--- src/hdl/cubic_upwind_advection_unit_assert.svh ---
// Assertion macros shared by the cubic upwind advection RTL.
// Expects clk and arst_n in the scope where a macro is used.
`ifndef CUBIC_UPWIND_ADVECTION_UNIT_ASSERT_SVH
`define CUBIC_UPWIND_ADVECTION_UNIT_ASSERT_SVH

// same-cycle implication
`define CUA_ASSERT_NOW(lbl, ante, cons, msg) \
	lbl: assert property (@(posedge clk) disable iff (!arst_n) (ante) |-> (cons)) \
		else $error(msg);

// next-cycle implication
`define CUA_ASSERT_NEXT(lbl, ante, cons, msg) \
	lbl: assert property (@(posedge clk) disable iff (!arst_n) (ante) |=> (cons)) \
		else $error(msg);

`endif

--- src/hdl/cua_pkg.sv ---
// Package for the cubic upwind advection unit: widths, constants, beat types.
// No dependencies.
package cua_pkg;

	localparam int DATA_W = 32;
	localparam int FRAC_W = 24;
	localparam int STEP_W = 25;
	localparam int IN_W   = 6 * DATA_W;

	localparam logic [STEP_W-1:0] STEP_RESET = 25'd3355443;

	// pipeline split
	localparam int STAGES     = 15;
	localparam int FRONT_LAST = 4;
	localparam int POW_LAST   = 10;

	// internal widths
	localparam int NUM_W = 36;
	localparam int MAG_W = 35;
	localparam int XI_W  = 32;
	localparam int X2_W  = 41;
	localparam int X3_W  = 49;
	localparam int TC_W  = 44;
	localparam int TB_W  = 51;
	localparam int TA_W  = 59;
	localparam int Q_W   = 57;
	localparam int SUM_W = 60;

	localparam logic [FRAC_W-1:0] ROUND_HALF = {1'b1, {(FRAC_W-1){1'b0}}};

	// floor(m/3) = hi*DIV3_K + floor((hi+lo)/3), m = hi*2^30 + lo
	localparam logic [28:0] DIV3_K = 29'd357913941;
	localparam logic [31:0] DIV3_R = 32'hAAAAAAAB;

	localparam logic [DATA_W-1:0] OUT_MAX = {1'b0, {(DATA_W-1){1'b1}}};
	localparam logic [DATA_W-1:0] OUT_MIN = {1'b1, {(DATA_W-1){1'b0}}};

	typedef struct packed {
		logic signed [DATA_W-1:0] velocity;
		logic signed [DATA_W-1:0] sample_p2;
		logic signed [DATA_W-1:0] sample_p1;
		logic signed [DATA_W-1:0] sample_c;
		logic signed [DATA_W-1:0] sample_m1;
		logic signed [DATA_W-1:0] sample_m2;
	} in_beat_t;

	typedef struct packed {
		logic signed [DATA_W-1:0] c;
		logic [MAG_W-1:0]         na_m;
		logic [MAG_W-1:0]         nb_m;
		logic                     sa;
		logic                     sb;
		logic                     sc;
	} carry_t;

	typedef struct packed {
		carry_t           k;
		logic [XI_W-1:0]  xi;
		logic [X2_W-1:0]  x2;
		logic [TC_W-1:0]  tcr;
	} front_t;

	typedef struct packed {
		logic signed [DATA_W-1:0] c;
		logic                     sa;
		logic                     sb;
		logic                     sc;
		logic [TA_W-1:0]          tar;
		logic [TB_W-1:0]          tb;
		logic [TC_W-1:0]          tcr;
	} pow_t;

endpackage

--- src/hdl/cua_pipe_ctrl.sv ---
// Valid bits and per-stage ready chain for the advection pipeline.
// Depends on cua_pkg and the assertion macro header.
`include "cubic_upwind_advection_unit_assert.svh"

module cua_pipe_ctrl (
	input  logic                     clk,
	input  logic                     arst_n,
	input  logic                     in_valid,
	output logic                     in_ready,
	output logic                     out_valid,
	input  logic                     out_ready,
	output logic [cua_pkg::STAGES:1] ld
);
	import cua_pkg::*;

	localparam int MID = STAGES / 2;

	logic [STAGES:1]   valid_q;
	logic [STAGES+1:1] rdy;
	logic [STAGES:1]   vin;

	assign rdy[STAGES+1] = out_ready;
	assign vin = {valid_q[STAGES-1:1], in_valid};

	genvar k;
	generate
		for (k = 1; k <= STAGES; k++) begin : g_rdy
			assign rdy[k] = !valid_q[k] || rdy[k+1];
		end
	endgenerate

	assign ld = rdy[STAGES:1] & vin;
	assign in_ready = rdy[1];
	assign out_valid = valid_q[STAGES];

	always_ff @(posedge clk or negedge arst_n) begin
		if (!arst_n) begin
			valid_q <= '0;
		end else begin
			valid_q <= (rdy[STAGES:1] & vin) | (~rdy[STAGES:1] & valid_q);
		end
	end

	`CUA_ASSERT_NEXT(a_beat_enters, in_valid && in_ready, valid_q[1], "accepted beat lost at stage 1")
	`CUA_ASSERT_NOW(a_ready_chain, out_ready, in_ready, "input blocked with output draining")
	`CUA_ASSERT_NEXT(a_mid_holds, valid_q[MID] && !rdy[MID], valid_q[MID], "stalled stage dropped")
	`CUA_ASSERT_NEXT(a_last_fills, ld[STAGES], out_valid, "last stage load not shown")

endmodule

--- config.mk ---
export PLATFORM = sky130hd
export DESIGN_NAME = cua_pipe_ctrl
export DESIGN_NICKNAME = d
export VERILOG_FILES = /design/src/hdl/cua_pkg.sv /design/src/hdl/cua_pipe_ctrl.sv
export VERILOG_INCLUDE_DIRS = /design/src /design/src/hdl
export SDC_FILE = /design/constraint.sdc
export NUM_CORES = 1
export LEC_CHECK = 0
export ABC_AREA = 1
export BUFFER_PORTS_ARGS = -buffer_cell sky130_fd_sc_hd__buf_2
export CORE_MARGIN = 3
export CORE_UTILIZATION = 45
export CTS_CLUSTER_DIAMETER = 60
export DETAILED_ROUTE_END_ITERATION = 10
export GPL_TIMING_DRIVEN = 0
export MAX_ROUTING_LAYER = met4
export PLACE_DENSITY = 0.81
export SETUP_SLACK_MARGIN = 0.3
export SLEW_MARGIN = 5
export SYNTH_ARGS = -nofsm -noshare
export SYNTH_HDL_FRONTEND = slang
export SYNTH_SLANG_ARGS = --single-unit
--- constraint.sdc ---
create_clock -name clk -period 2.2 [get_ports clk]
set_input_delay 0.44 -clock clk [delete_from_list [all_inputs] [get_ports clk]]
set_output_delay 0.44 -clock clk [all_outputs]
set_load 0.03 [all_outputs]
==> reports/results.tsv <==
metric	value	unit
Overall Global Routing Usage	0.196	
number of global-route vias before repair	665	
CTS buffer count	3	
slowest library cell on the worst path	dfrtp_1	
share of cells above drive strength 1	0.574	
Reg clk slew, reported paths	0.09	ns
count of different cell masters after synthesis	10	
Final HPWL DP	992	microns
violated checks	negative setup slack	
Die Width	45.8	microns
NetSw	0.476	mW
Worst setup EP type	output port	
clock sink total	15	
WS Path Type	reg -> out	
Residual DRC	0	
Lkg Pwr	0.673	nW
Sequential Power Share	0.357	
RSZ-0062 raised after global routing	true	
Crit path largest cell delay	0.44	ns
slew of the pin with the lowest slew margin	0.337	ns
CTS Hold Bufs	0	
final setup margin	-0.172	ns
TritonCTS clock tree	built	
CP arrival	1.93	ns
core area	1380	sq um
Ports	21	
Post-Syn Nets	87	
DR vias	695	
Syn Inst Count	83	
Clock Power Share	0.144	
Hold Fails Final Rpt	0	
status	finished, violations left	
first-pass GRT wire length	2750	microns
cells along the critical path	nand4_4 > nor2_4 > buf_4 > buf_6 > buf_6 > buf_6 > buf_6 > inv_6 > nor2_4 > buf_4 > nor2_1 > buf_4	
Seq. cell area	377	sq um
Clk Tree Root Cell	clkbuf_4	
post-layout min period	2.37	ns
max_cap viols	0	
# setup viols final	10	
PwrDens	892	nW/um^2
port bufs	20	
# diodes	0	
fin cells	151	
htree depth	1	
Synth Warn #	0	
register area share after synthesis	0.527	
largest net degree at the start of global routing	16	
crit start category	register	
antenna violations before repair	0	
Die Height	45.8	microns
DR WL/cell	13.6	microns
# nets final	141	
synthesized cell area	712	sq um
final core occ	0.897	
Pre-Repair DR Iteration Count	4	
max-slew violations	0	
DP Worst Slack	-0.0647	ns
vias per cell	4.60	
critical path peak fanout	3	
Initial DRC Count	6	
die area	2100	sq um
Hold Path Class	in -> async	
worst skew pair latency	0.28	ns
total negative slack	-1.04	ns
Starting Density	0.515	
placed insts	118	
Top cell by count, worst path	buf_6	
FILL cells	61	
area taken by multi-input logic gates	315	sq um
WL final	2060	microns
CTS Buffer Depth	2	
Peak supply drop	508	uV
Comb pwr share	0.499	
Sw Ratio	0.431	
Relative slew margins	0.776	
hold slack	0.0452	ns
Final GP Congestion	0.735	
Antenna Nets Post-Route	0	
CP Data Required Time	1.76	ns
total grt overflow	0	
Syn-to-layout area delta	74.2	%
ratio of final minimum period to clock period	1.08	
synthesis-stage register bit count	15	
Avg Cell Area, Syn	8.58	sq um
Cell Int Power	0.629	mW
skew final	0.00324	ns
Std-Cell Rows	13	
highest clock rate	0.422	GHz
==> cells by family (layout without fill, tap and decap cells) <==
kind of cell / after synthesis / in the layout / share of synthesized area
flops: 15 / 15 / 0.527
simple gates: 41 / 41 / 0.323
buf+inv: 23 / 76 / 0.121
compound gates: 4 / 4 / 0.0281
==> repair_timing <==
action	CTS	global route
gates resized for setup	25	22
setup endpoints to repair	10	14
buffers inserted	24	5
pin swaps	10	8
==> metrics by stage <==
stage / power, mW / area [sq um]
floorplan: 0.644 / 741
global placement: 0.728 / 860
detailed placement: 0.741 / 860
CTS: 1.01 / 1140
global route: 1.16 / 1240
finish: 1.11 / 1240
==> cell type report <==
class	instances	area share
clock buffer	4	0.0212
inverter	23	0.0777
timing repair buffer	49	0.328
sequential	15	0.304
tap	15	0.0151
multi-input combinational	45	0.254
==> per-layer routing <==
metal / up-vias / track usage / wire, microns
met1: 320 / 0.232 / 836
met4: 0 / 0.0795 / 44
li1: 347 / - / -
met2: 22 / 0.323 / 1080
met5: - / - / 0
met3: 6 / 0.0395 / 94
==> placed cells by master, fill, tap and decap left out, drive strengths merged <==
cell / count
inv: 23
a21oi: 1
nor2: 11
o21ai: 3
clkbuf: 4
dfrtp: 15
buf: 49
nand2: 25
nand4: 4
nand3: 1
==> power groups by stage <==
stage / sequential, mW / clock, mW / combinational (mW)
floorplan: 0.398 / 0 / 0.246
global placement: 0.388 / 0 / 0.340
detailed placement: 0.392 / 0 / 0.348
CTS: 0.384 / 0.157 / 0.467
global route: 0.397 / 0.171 / 0.588
finish: 0.395 / 0.159 / 0.551
==> synthesized netlist by cell type <==
cell / number / area share
a21oi_1: 1 / 0.0070
dfrtp_1: 15 / 0.53
inv_1: 23 / 0.12
nand2_1: 25 / 0.13
nand3_1: 1 / 0.0070
nand4_2: 2 / 0.035
nand4_4: 2 / 0.060
nor2_1: 8 / 0.042
nor2_4: 3 / 0.047
o21ai_0: 3 / 0.021
==> critical path, delay by kind of cell (launching register included) <==
kind,cells,cell delay [ns]
buffers and inverters,8,0.90
flip-flops,1,0.44
AND/OR/NAND/NOR,4,0.30
==> worst paths after layout <==
path | startpoint | to | slack (ns) | cells after the start
max in group asynchronous | arst_n | asynchronous set/reset pin | 1.88 | 1
min | arst_n | asynchronous set/reset pin | 0.05 | 1
min in group clk | in_valid | register | 0.38 | 3
max | register | ld[11] | -0.17 | 12
min reg2reg | register | register | 0.52 | 2
max reg2reg | register | register | -0.12 | 15
No activity file was read; power rests on OpenSTA's default activity.
