--- src/hdl/cubic_upwind_advection_unit_assert.svh ---
// Assertion macros shared by the cubic upwind advection RTL.
// Expects clk and arst_n in the scope where a macro is used.
`ifndef CUBIC_UPWIND_ADVECTION_UNIT_ASSERT_SVH
`define CUBIC_UPWIND_ADVECTION_UNIT_ASSERT_SVH

// same-cycle implication
`define CUA_ASSERT_NOW(lbl, ante, cons, msg) \
	lbl: assert property (@(posedge clk) disable iff (!arst_n) (ante) |-> (cons)) \
		else $error(msg);

// next-cycle implication
`define CUA_ASSERT_NEXT(lbl, ante, cons, msg) \
	lbl: assert property (@(posedge clk) disable iff (!arst_n) (ante) |=> (cons)) \
		else $error(msg);

`endif

--- src/hdl/cua_pkg.sv ---
// Package for the cubic upwind advection unit: widths, constants, beat types.
// No dependencies.
package cua_pkg;

	localparam int DATA_W = 32;
	localparam int FRAC_W = 24;
	localparam int STEP_W = 25;
	localparam int IN_W   = 6 * DATA_W;

	localparam logic [STEP_W-1:0] STEP_RESET = 25'd3355443;

	// pipeline split
	localparam int STAGES     = 15;
	localparam int FRONT_LAST = 4;
	localparam int POW_LAST   = 10;

	// internal widths
	localparam int NUM_W = 36;
	localparam int MAG_W = 35;
	localparam int XI_W  = 32;
	localparam int X2_W  = 41;
	localparam int X3_W  = 49;
	localparam int TC_W  = 44;
	localparam int TB_W  = 51;
	localparam int TA_W  = 59;
	localparam int Q_W   = 57;
	localparam int SUM_W = 60;

	localparam logic [FRAC_W-1:0] ROUND_HALF = {1'b1, {(FRAC_W-1){1'b0}}};

	// floor(m/3) = hi*DIV3_K + floor((hi+lo)/3), m = hi*2^30 + lo
	localparam logic [28:0] DIV3_K = 29'd357913941;
	localparam logic [31:0] DIV3_R = 32'hAAAAAAAB;

	localparam logic [DATA_W-1:0] OUT_MAX = {1'b0, {(DATA_W-1){1'b1}}};
	localparam logic [DATA_W-1:0] OUT_MIN = {1'b1, {(DATA_W-1){1'b0}}};

	typedef struct packed {
		logic signed [DATA_W-1:0] velocity;
		logic signed [DATA_W-1:0] sample_p2;
		logic signed [DATA_W-1:0] sample_p1;
		logic signed [DATA_W-1:0] sample_c;
		logic signed [DATA_W-1:0] sample_m1;
		logic signed [DATA_W-1:0] sample_m2;
	} in_beat_t;

	typedef struct packed {
		logic signed [DATA_W-1:0] c;
		logic [MAG_W-1:0]         na_m;
		logic [MAG_W-1:0]         nb_m;
		logic                     sa;
		logic                     sb;
		logic                     sc;
	} carry_t;

	typedef struct packed {
		carry_t           k;
		logic [XI_W-1:0]  xi;
		logic [X2_W-1:0]  x2;
		logic [TC_W-1:0]  tcr;
	} front_t;

	typedef struct packed {
		logic signed [DATA_W-1:0] c;
		logic                     sa;
		logic                     sb;
		logic                     sc;
		logic [TA_W-1:0]          tar;
		logic [TB_W-1:0]          tb;
		logic [TC_W-1:0]          tcr;
	} pow_t;

endpackage

--- src/hdl/cua_finish.sv ---
// Stages 11-15: rounded divide by six of the cubic and linear terms, signed sum, saturation.
// Depends on cua_pkg.
module cua_finish (
	input  logic                                       clk,
	input  logic [cua_pkg::STAGES:cua_pkg::POW_LAST+1] ld,
	input  cua_pkg::pow_t                              pi,
	output logic [cua_pkg::DATA_W-1:0]                 new_sample,
	output logic                                       saturated
);
	import cua_pkg::*;

	typedef struct packed {
		logic [27:0] hi;
		logic [30:0] sum;
	} div_prep_t;

	// (x+3)/6 as ((x+3)>>1)/3, split at bit 30
	function automatic div_prep_t div_prep(input logic [TA_W-1:0] x);
		logic [TA_W:0] n;
		div_prep_t     d;
		n = {1'b0, x} + (TA_W+1)'(3);
		d.hi = n[58:31];
		d.sum = {3'b0, n[58:31]} + {1'b0, n[30:1]};
		return d;
	endfunction

	typedef struct packed {
		logic signed [DATA_W-1:0] c;
		logic                     sa;
		logic                     sb;
		logic                     sc;
		logic [TB_W-1:0]          tb;
	} tail_t;

	tail_t     t_s11, t_s12, t_s13;
	div_prep_t da_s11, dc_s11;

	logic [61:0] psa, psc;
	logic [56:0] paa_s12, pac_s12;
	logic [29:0] psa_s12, psc_s12;

	logic [Q_W-1:0] ta_s13, tc_s13;

	logic signed [SUM_W-1:0] e_c, e_ta, e_tb, e_tc;
	logic signed [SUM_W-1:0] sum1_s14, sum2_s14;

	logic signed [SUM_W-1:0] tot;
	logic signed [SUM_W-1:0] sat_hi, sat_lo;
	logic [DATA_W-1:0]       res_s15;
	logic                    sat_s15;

	always_ff @(posedge clk) begin
		if (ld[11]) begin
			t_s11.c  <= pi.c;
			t_s11.sa <= pi.sa;
			t_s11.sb <= pi.sb;
			t_s11.sc <= pi.sc;
			t_s11.tb <= pi.tb;
			da_s11   <= div_prep(pi.tar);
			dc_s11   <= div_prep(TA_W'(pi.tcr));
		end
	end

	assign psa = da_s11.sum * DIV3_R;
	assign psc = dc_s11.sum * DIV3_R;

	always_ff @(posedge clk) begin
		if (ld[12]) begin
			t_s12   <= t_s11;
			paa_s12 <= da_s11.hi * DIV3_K;
			pac_s12 <= dc_s11.hi * DIV3_K;
			psa_s12 <= psa[61:32];
			psc_s12 <= psc[61:32];
		end
	end

	always_ff @(posedge clk) begin
		if (ld[13]) begin
			t_s13  <= t_s12;
			ta_s13 <= paa_s12 + Q_W'(psa_s12 >> 1);
			tc_s13 <= pac_s12 + Q_W'(psc_s12 >> 1);
		end
	end

	always_comb begin
		e_c  = SUM_W'(t_s13.c);
		e_ta = SUM_W'(ta_s13);
		e_tb = SUM_W'(t_s13.tb);
		e_tc = SUM_W'(tc_s13);
	end

	always_ff @(posedge clk) begin
		if (ld[14]) begin
			sum1_s14 <= e_c + (t_s13.sb ? -e_tb : e_tb);
			sum2_s14 <= (t_s13.sa ? -e_ta : e_ta) + (t_s13.sc ? -e_tc : e_tc);
		end
	end

	always_comb begin
		sat_hi = SUM_W'(signed'(OUT_MAX));
		sat_lo = SUM_W'(signed'(OUT_MIN));
		tot = sum1_s14 + sum2_s14;
	end

	always_ff @(posedge clk) begin
		if (ld[15]) begin
			if (tot > sat_hi) begin
				res_s15 <= OUT_MAX;
				sat_s15 <= 1'b1;
			end else if (tot < sat_lo) begin
				res_s15 <= OUT_MIN;
				sat_s15 <= 1'b1;
			end else begin
				res_s15 <= tot[DATA_W-1:0];
				sat_s15 <= 1'b0;
			end
		end
	end

	assign new_sample = res_s15;
	assign saturated = sat_s15;

endmodule

--- config.mk ---
export PLATFORM = sky130hd
export DESIGN_NAME = cua_finish
export DESIGN_NICKNAME = d
export VERILOG_FILES = /design/src/hdl/cubic_upwind_advection_unit_assert.svh /design/src/hdl/cua_pkg.sv /design/src/hdl/cua_finish.sv
export SDC_FILE = /design/constraint.sdc
export NUM_CORES = 2
export LEC_CHECK = 0
export ABC_AREA = 1
export BUFFER_PORTS_ARGS = -buffer_cell sky130_fd_sc_hd__buf_2
export CAP_MARGIN = 20
export CORE_MARGIN = 2
export CORE_UTILIZATION = 30
export CTS_CLUSTER_SIZE = 40
export DETAILED_ROUTE_END_ITERATION = 7
export RECOVER_POWER = 100
export REMOVE_ABC_BUFFERS = 1
export SETUP_SLACK_MARGIN = 0.15
export SLEW_MARGIN = 20
export SYNTH_ARGS = -nofsm -noshare
export SYNTH_HDL_FRONTEND = slang
export SYNTH_SLANG_ARGS = --single-unit
--- constraint.sdc ---
create_clock -name clk -period 8.1 [get_ports clk]
set_clock_uncertainty 0.2 [all_clocks]
set_input_delay 1.215 -clock clk [delete_from_list [all_inputs] [get_ports clk]]
set_output_delay 1.215 -clock clk [all_outputs]
set_load 0.005 [all_outputs]
==> results_dict.tcl <==
set metrics [dict create \
    synth_top_cell_area_share_pct 26.5 \
    cts_tree "built" \
    areaGrowthSynthToFinish_pct 10.1 \
    synthTopCellsByArea "edfxtp_1 (27%), ha_1 (17%), fa_1 (15%)" \
    tns_ns 0 \
    crit_family "adder cells" \
    synth_cell_type_count 59 \
    path_cells "ha_1 > inv_1 > fa_1 > inv_1 > fa_1 > inv_1 > fa_1 > fa_1 > inv_1 > fa_1 > fa_1 > fa_1 > ha_1 > a21oi_1 > inv_1 > a31oi_1 > o21ai_0 > a21oi_1 > nand3_1 > a31oi_1 > o21ai_0 > xor2_1" \
    hpwl_um 214000 \
    fin_nets 12700 \
    r2r_slack_ns 0.54 \
    drive_above_1_share_pct 3.54 \
    post_drt_wl_per_cell_um 16.9 \
    gp_congestion 0.963 \
    synth_ff_type "edfxtp_1" \
    synth_area_leader_cell "edfxtp_1" \
    fin_cells 14600 \
    ctsHoldBuffers 0 \
    gr-usage-all-layers_pct 16.5 \
    grt_pass1_wl_um 387000 \
    syn_inst 10400 \
    final.min_clock_period_ns 7.56 \
    cp_max_fo 5 \
    cap_viol_max_count 8 \
    yosysSeqAreaShare_pct 26.5 \
    crit_path_end_kind "register" \
    startpoint "dc_s11[9]" \
    design_area_mm2 0.0967 \
    wl_um 248000 \
    critPathMaxStageDelay_ns 0.67 \
    drt-initial-drc-count 4980 \
    synth-compound-area-share_pct 8.92 \
    clockBufferDepth 4 \
    dieArea_mm2 0.297 \
    antenna_found_initial 33 \
    die_y_um 545 \
    dp_cells 14500 \
    path_class "register to register" \
    synth_edf_count 776 \
    setup_violations 0 \
    slowest_stage "fa_1" \
    clock_latency_ns 0.83 \
    max_freq_mhz 132 \
    hold_path_class "register to register" \
    core_area_mm2 0.291 \
    avgViaCountPerCell 4.67 \
    worstMarginPinSlew_ns 5.92 \
    grt_start_max_net_pins 149 \
    crit_required_ns 8.41 \
    synthMuxAreaShare_pct 0 \
    avgSynthCellArea_um2 8.48 \
    portBuffers 227 \
    root_buffer "clkbuf_16" \
    firstDrtPassIters 6 \
    gr-total-overflow 0 \
    violations "capacitance limit, slew limit" \
    grt_pass1_vias 68500 \
    path_buf_inv 5 \
    final_antenna_net_count 0 \
    slew_headroom_pct -295 \
    ys_ff_latch 776 \
    timing.rr.start "dc_s11[9]" \
    syn-cell-area_mm2 0.0879 \
    status "finished, violations left" \
    fin_crit_sh_pct 93.3 \
    synthAdderAreaFrac_pct 31.9 \
    report.final.slew_viol_count 640 \
    path_clk_slew_ns 0.06 \
    hold_viol 0 \
    min_from "t_s11[63]" \
    yosys.area_share.simple_pct 16.0 \
    rows 198 \
    synth_top_family_by_area "adder cells" \
    cp_common_cell "fa_1" \
    synthArstFlopShare_pct 0 \
    placed_cell_area_mm2 0.0939 \
    start_util_pct 30.2 \
    rsz0062_at_grt "no" \
    die_x_um 545 \
    h-tree-depth 3 \
    drc 0 \
    numCtsBuffers 95 \
    start_kind "register" \
    cp.arrival_ns 7.86 \
    io_pins 228 \
    cts_sinks 776 \
    ys.warnings.count 0 \
    nFillCells 30800 \
    synth_xor_area_share_pct 6.86 \
    dr_total_vias 68400 \
]
-- worst register-to-register path: cells and delay by family (launching register included) --
family / cells / cell delay, ns
AOI/OAI and AO/OA: 6 / 1.32
xor gates and xnor gates: 1 / 0.17
adders and majority gates: 9 / 4.51
buffers and inverters: 5 / 0.46
DFF: 1 / 0.45
and+or+nand+nor: 1 / 0.17
-- routing by layer --
| metal | vias up | part of all wire (%) | track usage, % |
|---|---|---|---|
| met5 | - | 0.037 | 0 |
| met4 | 14 | 2.2 | 3.71 |
| met3 | 271 | 6.0 | 2.15 |
| met2 | 1753 | 45 | 26.9 |
| met1 | 32100 | 47 | 23.1 |
| li1 | 34200 | - | - |
-- layout make-up --
class                      instances  area [um2]  share of cell area, %
antenna                           10        25.0                 0.0259
sequential                       776       23300                   24.1
clock buffer                     109        2430                   2.51
multi-input combinational       7314       55900                   57.8
timing repair buffer             242        1170                   1.21
clock inverter                    58         617                  0.638
inverter                        2238        8400                   8.68
tap                             3900        4880                   5.04
-- flip-flops by register name, indices dropped and copies added, names as in the netlist, 3 cells and up --
name / cells
pac_s12: 44
t_s13: 3
sum1_s14: 60
ta_s13: 57
tc_s13: 45
psc_s12: 29
e_tb: 51
paa_s12: 57
dc_s11: 45
psa_s12: 29
sum2_s14: 60
t_s12: 86
da_s11: 59
t_s11: 86
new_sample: 32
e_c: 32
-- stage by stage --
step	setup slack, ns	utilization [%]	hold WS, ns
6_report	0.542	33.2	0.185
2_1_floorplan	1.18	-	0.200
5_1_grt	0.118	33.2	0.172
4_1_cts	0.351	33.3	0.166
3_3_place_gp	0.482	32.3	0.201
3_5_place_dp	0.369	32.3	0.205
-- cells in the final DEF, fill, tap and decap left out, types with 70 or more instances in the layout --
cell type,count
a21oi_1,617
a31oi_1,128
buf_2,176
clkbuf_1,70
clkbuf_16,95
edfxtp_1,776
fa_1,673
ha_1,1164
inv_1,2232
nand2_1,1771
nand3_1,296
nand4_1,103
nor2_1,929
nor3_1,142
nor4_1,70
o21ai_0,387
xnor2_1,236
xor2_1,450
-- Yosys cell counts (6+ instances only) --
library cell  number
a211oi_1           9
a21boi_0          22
a21o_1            67
a21oi_1          617
a221oi_1           7
a31o_2             7
a31oi_1          128
and3_1            15
buf_6              6
clkbuf_1          20
edfxtp_1         776
fa_1             673
ha_1            1164
inv_1           2232
nand2_1         1768
nand2_2           11
nand3_1          293
nand3b_1          18
nand4_1          103
nor2_1           923
nor2_2            16
nor3_1           138
nor3_2             6
nor4_1            70
o2111ai_1         10
o211ai_1          20
o21a_1            41
o21ai_0          373
o21ai_1           20
o21bai_1          36
o221ai_1           6
o31ai_1           20
or2_2             10
xnor2_1          236
xor2_1           450
-- what timing repair did --
action / in CTS / in global routing
gates resized for setup: 0 / 3
setup endpoints to repair: 0 / 4
setup buffers: 0 / 0
-- cells by family after synthesis --
logic type | count (synthesis)
and+or+nand+nor | 3395
buffers and inverters | 2266
adders and majority gates | 1837
AOI/OAI and AO/OA | 1395
DFF | 776
xor gates and xnor gates | 687
-- worst paths after layout --
| path | to | cells after the start |
|---|---|---|
| max | psc_s12[29] | 22 |
| min | t_s12[63] | 0 |
| max reg2reg | psc_s12[29] | 22 |
| min reg2reg | t_s12[63] | 0 |
Power is not shown: default switching activity piles up to over one toggle a cycle in this logic, so the estimate is an artifact.
